===== config.mk =====
export PLATFORM = sky130hd
export DESIGN_NAME = blocked_card_list_table
export DESIGN_NICKNAME = d
export VERILOG_FILES = /design/src/rtl/bclt_pkg.sv /design/src/rtl/bclt_mem.sv /design/src/rtl/bclt_seq.sv /design/src/rtl/blocked_card_list_table.sv
export SDC_FILE = /design/constraint.sdc
export NUM_CORES = 1
export LEC_CHECK = 0
export BUFFER_PORTS_ARGS = -buffer_cell sky130_fd_sc_hd__buf_2
export CAP_MARGIN = 0
export CORE_UTILIZATION = 50
export DETAILED_ROUTE_END_ITERATION = 12
export MAX_ROUTING_LAYER = met4
export PLACE_DENSITY = 0.64
export SETUP_SLACK_MARGIN = 0.15
export SYNTH_ARGS = -nofsm -noshare
export SYNTH_HDL_FRONTEND = slang
export SYNTH_SLANG_ARGS = --single-unit
export TNS_END_PERCENT = 5

===== constraint.sdc =====
create_clock -name clk -period 8.75 [get_ports clk]
set_input_delay 0.875 -clock clk [delete_from_list [all_inputs] [get_ports clk]]
set_output_delay 0.875 -clock clk [all_outputs]
set_load 0.02 [all_outputs]

===== src/rtl/bclt_pkg.sv =====
// Shared constants, types and helpers for the blocked card list table.
`default_nettype none

package bclt_pkg;

    localparam int TABLE_SLOTS = 32;
    localparam int SLOT_W      = (TABLE_SLOTS > 1) ? $clog2(TABLE_SLOTS) : 1;
    localparam int PTR_W       = 6;
    localparam int CARD_W      = 32;
    localparam int OUT_SLOT_W  = 5;

    localparam logic [PTR_W-1:0]  PTR_ERASED  = {PTR_W{1'b1}};
    localparam logic [CARD_W-1:0] CARD_ERASED = {CARD_W{1'b1}};
    localparam logic [CARD_W-1:0] CARD_CLEAR  = {CARD_W{1'b0}};

    localparam logic MODE_BLOCK   = 1'b0;
    localparam logic MODE_UNBLOCK = 1'b1;

    // Memory access issued by the sequencer
    typedef struct packed {
        logic              rd_en;
        logic [SLOT_W-1:0] rd_addr;
        logic              wr_en;
        logic [SLOT_W-1:0] wr_addr;
        logic [CARD_W-1:0] wr_data;
    } mem_req_t;

    // One result beat
    typedef struct packed {
        logic [OUT_SLOT_W-1:0] slot_index;
        logic                  changed;
        logic                  was_listed;
    } result_t;

    // Reduce a slot number to the low bits reported on the result
    function automatic logic [OUT_SLOT_W-1:0] out_slot(input logic [SLOT_W-1:0] s);
        logic [OUT_SLOT_W+SLOT_W-1:0] w;
        w = {{OUT_SLOT_W{1'b0}}, s};
        return w[OUT_SLOT_W-1:0];
    endfunction

endpackage

`default_nettype wire


===== src/rtl/bclt_mem.sv =====
// Card table memory: one read and one write port, registered read, per-slot valid bits.
`default_nettype none

module bclt_mem
(
    input  wire logic                         clk,
    input  wire logic                         rst_n,
    input  wire bclt_pkg::mem_req_t           req,
    output logic [bclt_pkg::CARD_W-1:0]       rd_data
);

    logic [bclt_pkg::CARD_W-1:0]      card_mem [bclt_pkg::TABLE_SLOTS];
    logic [bclt_pkg::TABLE_SLOTS-1:0] vld_reg;
    logic [bclt_pkg::CARD_W-1:0]      data_reg;
    logic                             rd_vld_reg;

    // Write the array and register the read data
    always_ff @(posedge clk)
    begin
        if (req.wr_en)
        begin
            card_mem[req.wr_addr] <= req.wr_data;
        end
        if (req.rd_en)
        begin
            data_reg <= card_mem[req.rd_addr];
        end
    end

    // Track written slots; an unwritten slot reads as erased
    always_ff @(posedge clk or negedge rst_n)
    begin
        if (!rst_n)
        begin
            vld_reg    <= '0;
            rd_vld_reg <= 1'b0;
        end
        else
        begin
            if (req.wr_en)
            begin
                vld_reg[req.wr_addr] <= 1'b1;
            end
            if (req.rd_en)
            begin
                rd_vld_reg <= vld_reg[req.rd_addr];
            end
        end
    end

    assign rd_data = rd_vld_reg ? data_reg : bclt_pkg::CARD_ERASED;

endmodule

`default_nettype wire


===== src/rtl/bclt_seq.sv =====
// Request sequencer: scans the table, decides the update, writes back, builds the result.
`default_nettype none

module bclt_seq
(
    input  wire logic                        clk,
    input  wire logic                        rst_n,
    input  wire logic                        in_valid,
    output logic                             in_ready,
    input  wire logic                        in_mode,
    input  wire logic [bclt_pkg::CARD_W-1:0] in_card,
    output bclt_pkg::mem_req_t               mem_req,
    input  wire logic [bclt_pkg::CARD_W-1:0] rd_data,
    output logic                             res_valid,
    output bclt_pkg::result_t                res,
    input  wire logic                        res_take
);

    typedef enum logic [4:0] {
        ST_IDLE   = 5'b00001,
        ST_SCAN   = 5'b00010,
        ST_DRAIN  = 5'b00100,
        ST_UPDATE = 5'b01000,
        ST_RESULT = 5'b10000
    } state_t;

    state_t                          state_reg, state_next;
    logic                            mode_reg, mode_next;
    logic [bclt_pkg::CARD_W-1:0]     card_reg, card_next;
    logic [bclt_pkg::SLOT_W-1:0]     cnt_reg, cnt_next;
    logic                            cmp_vld_reg, cmp_vld_next;
    logic [bclt_pkg::SLOT_W-1:0]     cmp_idx_reg, cmp_idx_next;
    logic                            hit_reg, hit_next;
    logic [bclt_pkg::SLOT_W-1:0]     hit_idx_reg, hit_idx_next;
    logic [bclt_pkg::PTR_W-1:0]      ptr_reg, ptr_next;
    bclt_pkg::result_t               res_reg, res_next;
    logic [bclt_pkg::PTR_W-1:0]      ptr_wrap;
    logic                            scan_last;
    logic                            accept;

    assign accept    = in_valid && in_ready;
    assign in_ready  = (state_reg == ST_IDLE);
    assign res_valid = (state_reg == ST_RESULT);
    assign res       = res_reg;
    assign scan_last = (cnt_reg == bclt_pkg::SLOT_W'(bclt_pkg::TABLE_SLOTS - 1));

    // Wrap an exhausted or erased fill pointer back to the first slot
    assign ptr_wrap = ((ptr_reg == bclt_pkg::PTR_ERASED) ||
                       (ptr_reg >= bclt_pkg::PTR_W'(bclt_pkg::TABLE_SLOTS))) ?
                      '0 : ptr_reg;

    // Next-state, scan, compare and update logic
    always_comb
    begin
        state_next   = state_reg;
        mode_next    = mode_reg;
        card_next    = card_reg;
        cnt_next     = cnt_reg;
        cmp_vld_next = 1'b0;
        cmp_idx_next = cnt_reg;
        hit_next     = hit_reg;
        hit_idx_next = hit_idx_reg;
        ptr_next     = ptr_reg;
        res_next     = res_reg;
        mem_req      = '0;
        mem_req.rd_addr = cnt_reg;

        // Record the first matching slot as read data returns
        if (cmp_vld_reg && !hit_reg && (rd_data == card_reg))
        begin
            hit_next     = 1'b1;
            hit_idx_next = cmp_idx_reg;
        end

        case (state_reg)
            ST_IDLE:
            begin
                if (accept)
                begin
                    mode_next  = in_mode;
                    card_next  = in_card;
                    cnt_next   = '0;
                    hit_next   = 1'b0;
                    state_next = ST_SCAN;
                end
            end
            ST_SCAN:
            begin
                mem_req.rd_en = 1'b1;
                cmp_vld_next  = 1'b1;
                cnt_next      = cnt_reg + 1'b1;
                if (scan_last)
                begin
                    state_next = ST_DRAIN;
                end
            end
            ST_DRAIN:
            begin
                state_next = ST_UPDATE;
            end
            ST_UPDATE:
            begin
                res_next.was_listed = hit_reg;
                res_next.changed    = 1'b0;
                res_next.slot_index = '0;
                if (mode_reg == bclt_pkg::MODE_BLOCK)
                begin
                    if (!hit_reg)
                    begin
                        mem_req.wr_en       = 1'b1;
                        mem_req.wr_addr     = ptr_wrap[bclt_pkg::SLOT_W-1:0];
                        mem_req.wr_data     = card_reg;
                        ptr_next            = ptr_wrap + 1'b1;
                        res_next.changed    = 1'b1;
                        res_next.slot_index =
                            bclt_pkg::out_slot(ptr_wrap[bclt_pkg::SLOT_W-1:0]);
                    end
                end
                else
                begin
                    if (hit_reg)
                    begin
                        mem_req.wr_en       = 1'b1;
                        mem_req.wr_addr     = hit_idx_reg;
                        mem_req.wr_data     = bclt_pkg::CARD_CLEAR;
                        res_next.changed    = 1'b1;
                        res_next.slot_index = bclt_pkg::out_slot(hit_idx_reg);
                    end
                end
                state_next = ST_RESULT;
            end
            ST_RESULT:
            begin
                if (res_take)
                begin
                    state_next = ST_IDLE;
                end
            end
            default:
            begin
                state_next = ST_IDLE;
            end
        endcase
    end

    // Control state
    always_ff @(posedge clk or negedge rst_n)
    begin
        if (!rst_n)
        begin
            state_reg   <= ST_IDLE;
            cnt_reg     <= '0;
            cmp_vld_reg <= 1'b0;
            hit_reg     <= 1'b0;
            ptr_reg     <= '0;
        end
        else
        begin
            state_reg   <= state_next;
            cnt_reg     <= cnt_next;
            cmp_vld_reg <= cmp_vld_next;
            hit_reg     <= hit_next;
            ptr_reg     <= ptr_next;
        end
    end

    // Payload registers
    always_ff @(posedge clk)
    begin
        mode_reg    <= mode_next;
        card_reg    <= card_next;
        cmp_idx_reg <= cmp_idx_next;
        hit_idx_reg <= hit_idx_next;
        res_reg     <= res_next;
    end

endmodule

`default_nettype wire


===== src/rtl/blocked_card_list_table.sv =====
// Top level of the blocked card list table: stream ports, sequencer, memory, output register.
// An accepted request is scanned through the single memory read port, one slot per cycle,
// then passes the drain, update and result steps before m_tvalid; a new request is accepted
// only after the previous result beat has been taken into the output register.
// Reset: asynchronous, active low; all slots read as erased (all ones) through per-slot
// valid bits and the fill pointer is zero; the block is ready right after reset.
`default_nettype none

module blocked_card_list_table
(
    input  wire logic        clk,
    input  wire logic        rst_n,
    input  wire logic        s_tvalid,
    output logic             s_tready,
    input  wire logic [31:0] s_tdata,   // [31:0] card_id
    input  wire logic [0:0]  s_tuser,   // [0] mode
    output logic             m_tvalid,
    input  wire logic        m_tready,
    output logic [7:0]       m_tdata    // [0] was_listed, [1] changed, [6:2] slot_index, [7] zero
);

    bclt_pkg::mem_req_t                mem_req;
    logic [bclt_pkg::CARD_W-1:0]       rd_data;
    logic                              res_valid;
    bclt_pkg::result_t                 res;
    logic                              res_take;
    logic                              m_tvalid_reg, m_tvalid_next;
    bclt_pkg::result_t                 out_reg;

    bclt_seq u_seq
    (
        .clk       (clk),
        .rst_n     (rst_n),
        .in_valid  (s_tvalid),
        .in_ready  (s_tready),
        .in_mode   (s_tuser[0]),
        .in_card   (s_tdata),
        .mem_req   (mem_req),
        .rd_data   (rd_data),
        .res_valid (res_valid),
        .res       (res),
        .res_take  (res_take)
    );

    bclt_mem u_mem
    (
        .clk     (clk),
        .rst_n   (rst_n),
        .req     (mem_req),
        .rd_data (rd_data)
    );

    // Load the output register when it is empty or being drained
    assign res_take = res_valid && (!m_tvalid_reg || m_tready);

    always_comb
    begin
        m_tvalid_next = m_tvalid_reg;
        if (res_take)
        begin
            m_tvalid_next = 1'b1;
        end
        else if (m_tready)
        begin
            m_tvalid_next = 1'b0;
        end
    end

    always_ff @(posedge clk or negedge rst_n)
    begin
        if (!rst_n)
        begin
            m_tvalid_reg <= 1'b0;
        end
        else
        begin
            m_tvalid_reg <= m_tvalid_next;
        end
    end

    // Hold the result beat
    always_ff @(posedge clk)
    begin
        if (res_take)
        begin
            out_reg <= res;
        end
    end

    assign m_tvalid = m_tvalid_reg;
    assign m_tdata  = {1'b0, out_reg};

endmodule

`default_nettype wire


==> results.sh, run 1 <==
export IMPL_portBuffers=45
export IMPL_synth_cell_types=58
export IMPL_gp_congestion=0.793
export IMPL_clockBufferDepth=3
export IMPL_peakVddDrop_mv=0.193
export IMPL_ant_nets=0
export IMPL_setup_violations=0
export IMPL_ys_seq_area_share_pct=76.4
export IMPL_post_dp_hpwl_mm=58.5
export IMPL_synth_xor_area_share_pct=0.193
export IMPL_dieHeight_um=303
export IMPL_rsz0062_at_grt="no"
export IMPL_cts_sinks=1165
export IMPL_hold_viol_final=0
export IMPL_boundaryPins=47
export IMPL_netlist_area_um2=45400
export IMPL_fin_nets=2428
export IMPL_hold_class="primary input to async pin"
export IMPL_gr_total_overflow=0
export IMPL_fmax_mhz=267
export IMPL_synth_top_family_by_area="multiplexers"
export IMPL_p_leak_nw=18.8
export IMPL_post_route_min_period_ps=3740
export IMPL_yosysWarningCount=0
export IMPL_core_rowCount=110
export IMPL_ys_ff_latch=1165
export IMPL_rr_startpoint="u_seq.hit_reg"
export IMPL_fin_crit_sh_pct=42.8
export IMPL_postCtsHoldBufs=0
export IMPL_avgRoutedWirePerCell_um=31.4
export IMPL_synth_nets=2341
export IMPL_grt_pass1_wl_mm=164
export IMPL_grtUsageTotal_pct=26.2
export IMPL_worstSetupStartpointType="flip-flop"
export IMPL_cts_clk_slew_worst_paths_ps=70
export IMPL_finalMaxSlewViolations=0
export IMPL_ff2ff_path_depth=6
export IMPL_die_area_um2=92000
export IMPL_syn2layout_area_growth_pct=12.1
export IMPL_nFillCells=6711
export IMPL_synthCells=2300
export IMPL_antenna_found_initial=2
export IMPL_routed_wl_mm=115
export IMPL_fin_total_pwr_mw=12.3
export IMPL_synth_area_mux_share_pct=13.5
export IMPL_critPathKind="flip-flop to flip-flop"
export IMPL_cts_max_level=3
export IMPL_synth_flop_cell="edfxtp_1"
export IMPL_path_max_fanout=34
export IMPL_final_layout_size_suffix_gt1_share_pct=20.8
export IMPL_yosys_area_share_simple_pct=3.04
export IMPL_ctsResizeCount=0
export IMPL_viasPerCell=6.39
export IMPL_r2r_setup_slack_ps=5010
export IMPL_async_flop_share_pct=4.46
export IMPL_register_area_um2=34700
export IMPL_relSlewSlack_pct=14.0
export IMPL_cts_tree="done"
export IMPL_power_density_nw_per_um2=242
export IMPL_grt_pass1_vias=23400
export IMPL_post_cts_setup_buffer_count=0
export IMPL_critPathRequiredTime_ps=9060
export IMPL_reg2reg_to="u_mem.card_mem[18][19]"
export IMPL_cp_end_kind="flip-flop"
export IMPL_skew_ps=26.3
export IMPL_multi_input_area_um2=10200
export IMPL_clk_latency_ps=700
export IMPL_hold_worst_slack_ps=317
export IMPL_core_area_um2=90000
export IMPL_start_util_pct=50.4
export IMPL_drc=0
export IMPL_synth_compound_gate_area_share_pct=5.05
export IMPL_grt_max_degree=115
export IMPL_worst_pin_slew_ps=1290
export IMPL_drv_cap=0
export IMPL_cts_made_buffers=115
export IMPL_outcome="finished clean"
export IMPL_largest_reg_flops=1024
export IMPL_dr_pass1_iters=6
export IMPL_die_w_um=303
export IMPL_synthAdderAreaFrac_pct=0.110
export IMPL_cts_root_buffer="clkbuf_16"
export IMPL_tns_ps=0
export IMPL_dr_first_iter_drc_count=2612
export IMPL_synth_edf_count=1108
export IMPL_avgSynthCellArea_um2=19.7
export IMPL_arrival_ps=4050
export IMPL_top_register="u_mem.card_mem"
export IMPL_num_vias=23400
[layout make-up]
class,count,area share (%)
sequential,1165,68.2
multi-input combinational,984,20.1
clock buffer,140,5.99
tap,1176,2.89
clock inverter,71,1.33
timing repair buffer,98,1.30
inverter,23,0.170
antenna,1,0.00492
[cells in the mapped netlist, drive strengths merged (2+ instances only)]
master | n | share of area (%)
a21boi | 33 | 0.55
a21oi | 49 | 0.54
a22oi | 8 | 0.13
a32oi | 4 | 0.077
and2 | 4 | 0.055
and3 | 35 | 0.49
buf | 65 | 0.95
clkbuf | 63 | 0.52
dfrtp | 51 | 2.8
dfxtp | 5 | 0.22
edfxtp | 1108 | 73
ha | 4 | 0.11
inv | 23 | 0.19
mux2 | 65 | 1.6
mux2i | 161 | 3.6
mux4 | 169 | 8.4
nand2 | 47 | 0.39
nand2b | 2 | 0.028
nand3 | 11 | 0.12
nand3b | 2 | 0.033
nand4bb | 9 | 0.22
nor2 | 46 | 0.38
nor2b | 45 | 0.62
nor3 | 5 | 0.055
nor3b | 2 | 0.033
nor4 | 3 | 0.055
o211ai | 2 | 0.033
o21ai | 47 | 0.53
o221ai | 96 | 1.9
o22ai | 38 | 0.52
o31ai | 41 | 0.69
or2 | 32 | 0.44
or4 | 2 | 0.033
xor2 | 10 | 0.19
[worst max-delay path by stage]
stage                                 from                endpoint  slack [ps]  cells after the start
final                        u_seq.hit_reg  u_mem.card_mem[18][19]        5010                      6
after CTS                    u_seq.hit_reg  u_mem.card_mem[18][23]        5070                      6
after global routing         u_seq.hit_reg  u_mem.card_mem[18][23]        4920                      6
after detailed placement     u_seq.hit_reg  u_mem.card_mem[18][13]        5080                      6
after global placement       u_seq.hit_reg   u_mem.card_mem[19][7]        5150                      7
after floorplan           u_seq.ptr_reg[5]   u_mem.card_mem[18][0]        5650                      5
[routing by layer]
layer,GRT usage [%],part of all wire [%],up-vias
li1,-,-,9663
met1,35.6,40,12300
met2,39.5,47,1126
met3,4.85,8.6,256
met4,10.1,4.1,0
met5,-,0,-
[worst max-delay path, cell delays in order (launching register included)]
cell     delay (ps)
dfrtp_1         430
nor2_2          140
buf_4           420
a22o_1          300
nand3_1         730
nor2_4          640
buf_4           660
[per-stage QoR]
stage / setup WS (ps) / std cells / area, um^2 / util [%]
global route: 4920 / 3658 / 50900 / 56.5
floorplan: 5650 / 2300 / 45400 / -
global placement: 5150 / 3446 / 47100 / 52.4
CTS: 5070 / 3657 / 50900 / 56.5
finish: 5010 / 3658 / 50900 / 56.5
detailed placement: 5080 / 3446 / 47100 / 52.4
[placed cells by master (no fill, tap or decap), types with 45 or more instances in the layout]
cell type / count
a21oi_1: 49
buf_2: 45
buf_4: 50
clkbuf_16: 118
dfrtp_1: 46
edfxtp_1: 1108
mux2i_1: 161
mux4_2: 169
nand2_1: 46
o221ai_1: 96
[power by group]
group / total (mW) / internal [mW] / switching [mW]
clock: 4.87 / 2.82 / 2.05
sequential: 6.31 / 6.12 / 0.193
combinational: 1.14 / 0.465 / 0.675
[cell families (layout without fill, tap and decap cells)]
group                    count (synthesis)  after routing
adder cells (fa/ha/maj)                  4              4
XOR/XNOR                                10             10
other                                    1              2
AO/OA/AOI/OAI                          325            325
flip-flops                            1165           1165
multiplexers                           395            395
AND/OR/NAND/NOR                        249            249
buffers and inverters                  151            332
No activity file was read; power rests on OpenSTA's default activity.
==> inputs of run 2 (changes only) <==
==> constraint.sdc (replaced) <==
create_clock -name clk -period 3.51 [get_ports clk]
set_input_delay 0.351 -clock clk [delete_from_list [all_inputs] [get_ports clk]]
set_output_delay 0.351 -clock clk [all_outputs]
set_load 0.02 [all_outputs]
==> run 2 against run 1 <==
Net effect: non-clock buffer count rose by 119; core utilization rose by 1.6 points; first-iteration DRC count rose by 2.5%; clock power rose by 150%; sequential cell count did not move; die area did not move; routed wire length fell by 2.6%; setup slack got worse by 4400 ps; critical path depth fell by 1; combinational power rose to 2.9 times the previous value; power rose to 2.5 times the previous value; design area rose by 2.9%; critical path type unchanged; highest routed layer unchanged.
==> results.sh, run 2 (synthesized netlist as in run 1, its figures left out) <==
export IMPL_viasPerCell=6.21
export IMPL_boundaryPins=47
export IMPL_cts_root_buffer="clkbuf_16"
export IMPL_startpoint="u_seq.ptr_reg[5]"
export IMPL_seqPwrFrac_pct=50.6
export IMPL_drc=0
export IMPL_hold_class="primary input to async pin"
export IMPL_cts_max_level=3
export IMPL_critPathKind="flip-flop to flip-flop"
export IMPL_ctsResizeCount=0
export IMPL_top_register="u_mem.card_mem"
export IMPL_dieHeight_um=303
export IMPL_ant_nets=0
export IMPL_start_util_pct=50.4
export IMPL_tns_ps=0
export IMPL_gr_total_overflow=0
export IMPL_antenna_found_initial=3
export IMPL_dr_pass1_iters=5
export IMPL_fin_util_pct=58.1
export IMPL_clockPowerShare_pct=38.9
export IMPL_p_leak_nw=19.5
export IMPL_combPwrFrac_pct=10.6
export IMPL_worstSetupStartpointType="flip-flop"
export IMPL_die_w_um=303
export IMPL_cts_made_buffers=114
export IMPL_grt_pass1_vias=23700
export IMPL_fin_crit_sh_pct=83.7
export IMPL_skew_ps=32.9
export IMPL_grtUsageTotal_pct=25.5
export IMPL_worst_pin_slew_ps=1120
export IMPL_cts_sinks=1165
export IMPL_clk_latency_ps=710
export IMPL_register_area_um2=34700
export IMPL_rr_startpoint="u_seq.ptr_reg[5]"
export IMPL_drv_cap=0
export IMPL_clockBufferDepth=3
export IMPL_relSlewSlack_pct=25.0
export IMPL_final_layout_size_suffix_gt1_share_pct=23.0
export IMPL_grt_pass1_wl_mm=163
export IMPL_path_max_fanout=20
export IMPL_multi_input_area_um2=10200
export IMPL_hold_viol_final=0
export IMPL_syn2layout_area_growth_pct=15.3
export IMPL_r2r_setup_slack_ps=570
export IMPL_nFillCells=6584
export IMPL_critPathRequiredTime_ps=3960
export IMPL_post_dp_hpwl_mm=64.0
export IMPL_largest_reg_flops=1024
export IMPL_post_cts_setup_buffer_count=0
export IMPL_num_vias=23500
export IMPL_rsz0062_at_grt="no"
export IMPL_cts_clk_slew_worst_paths_ps=60
export IMPL_fmax_mhz=341
export IMPL_cts_tree="done"
export IMPL_fin_nets=2546
export IMPL_setup_violations=0
export IMPL_power_switching_mw=7.44
export IMPL_peakVddDrop_mv=0.434
export IMPL_portBuffers=45
export IMPL_die_area_um2=92000
export IMPL_gp_congestion=0.834
export IMPL_dr_first_iter_drc_count=2677
export IMPL_avgRoutedWirePerCell_um=29.6
export IMPL_finalMaxSlewViolations=0
export IMPL_grt_max_degree=58
export IMPL_p_int_mw=23.4
export IMPL_netSwitchingFraction_pct=24.1
export IMPL_power_density_nw_per_um2=590
export IMPL_core_area_um2=90000
export IMPL_final_common_cell="edfxtp_1"
export IMPL_core_rowCount=110
export IMPL_routed_wl_mm=112
export IMPL_arrival_ps=3380
export IMPL_outcome="finished clean"
export IMPL_post_route_min_period_ps=2940
export IMPL_mostFrequentLayoutCells="edfxtp_1 (1,108), mux4_2 (169), mux2i_1 (161), clkbuf_16 (114), o221ai_1 (96)"
export IMPL_cp_end_kind="flip-flop"
==> run 2: path summary, 6_finish.rpt <==
| kind | to | cells after the start |
|---|---|---|
| max in group asynchronous | u_mem.vld_reg[26] | 3 |
| worst max register to register | u_mem.card_mem[2][12] | 5 |
| min in group clk | u_seq.card_reg[14] | 2 |
| worst max-delay path | u_mem.card_mem[2][12] | 5 |
| worst min register to register | u_seq.hit_idx_reg[2] | 0 |
| worst min-delay path | u_seq.hit_reg | 2 |
==> run 2: layer usage <==
layer	vias to the layer above	share of wire (%)	global-route usage, %
met3	168	7.6	4.00
met2	1034	49	39.9
met1	12400	41	34.9
met5	-	0	-
li1	9908	-	-
met4	0	2.4	7.42
==> run 2: cell type report <==
cell class              instances  share of cell area [%]
clock buffers                 137                    5.66
flip-flops and latches       1165                    66.3
multi-input cells             984                    19.5
clock inverters                77                    1.41
inverters                      23                   0.165
diodes                          1                 0.00478
well taps                    1176                    2.81
repair buffers                217                    4.10
==> run 2: power groups by stage <==
stage	clock, mW	combinational [mW]	sequential (mW)
floorplan	0	2.44	15.6
global placement	0	3.23	15.9
detailed placement	0	3.27	15.9
CTS	12.2	3.30	15.6
global route	12.7	3.44	15.6
finish	12.0	3.26	15.6
==> run 2: worst max-delay path: stages (launching register included) <==
cell and delay [ps]:
dfrtp_1 470, nor3_1 390, a22oi_1 260, a31oi_1 940, nor2_4 310, buf_12 280
==> run 2: what timing repair did <==
item | 4_1_cts | 5_1_grt
endpoints found under the hold margin | 61 | 0
hold buffers | 36 | 0
endpoints found under the setup margin | 0 | 0
==> run 2: through the flow <==
| step | std cells | power (mW) | hold WS (ps) | instance area [um^2] | setup WS [ps] |
|---|---|---|---|---|---|
| 2_1_floorplan | 2300 | 18.1 | 55.4 | 45400 | 409 |
| 5_1_grt | 3780 | 31.8 | 275 | 52300 | 416 |
| 3_5_place_dp | 3529 | 19.2 | 390 | 48300 | 655 |
| 6_report | 3780 | 30.9 | 225 | 52300 | 574 |
| 3_3_place_gp | 3529 | 19.1 | 388 | 48300 | 752 |
| 4_1_cts | 3779 | 31.1 | 214 | 52300 | 606 |
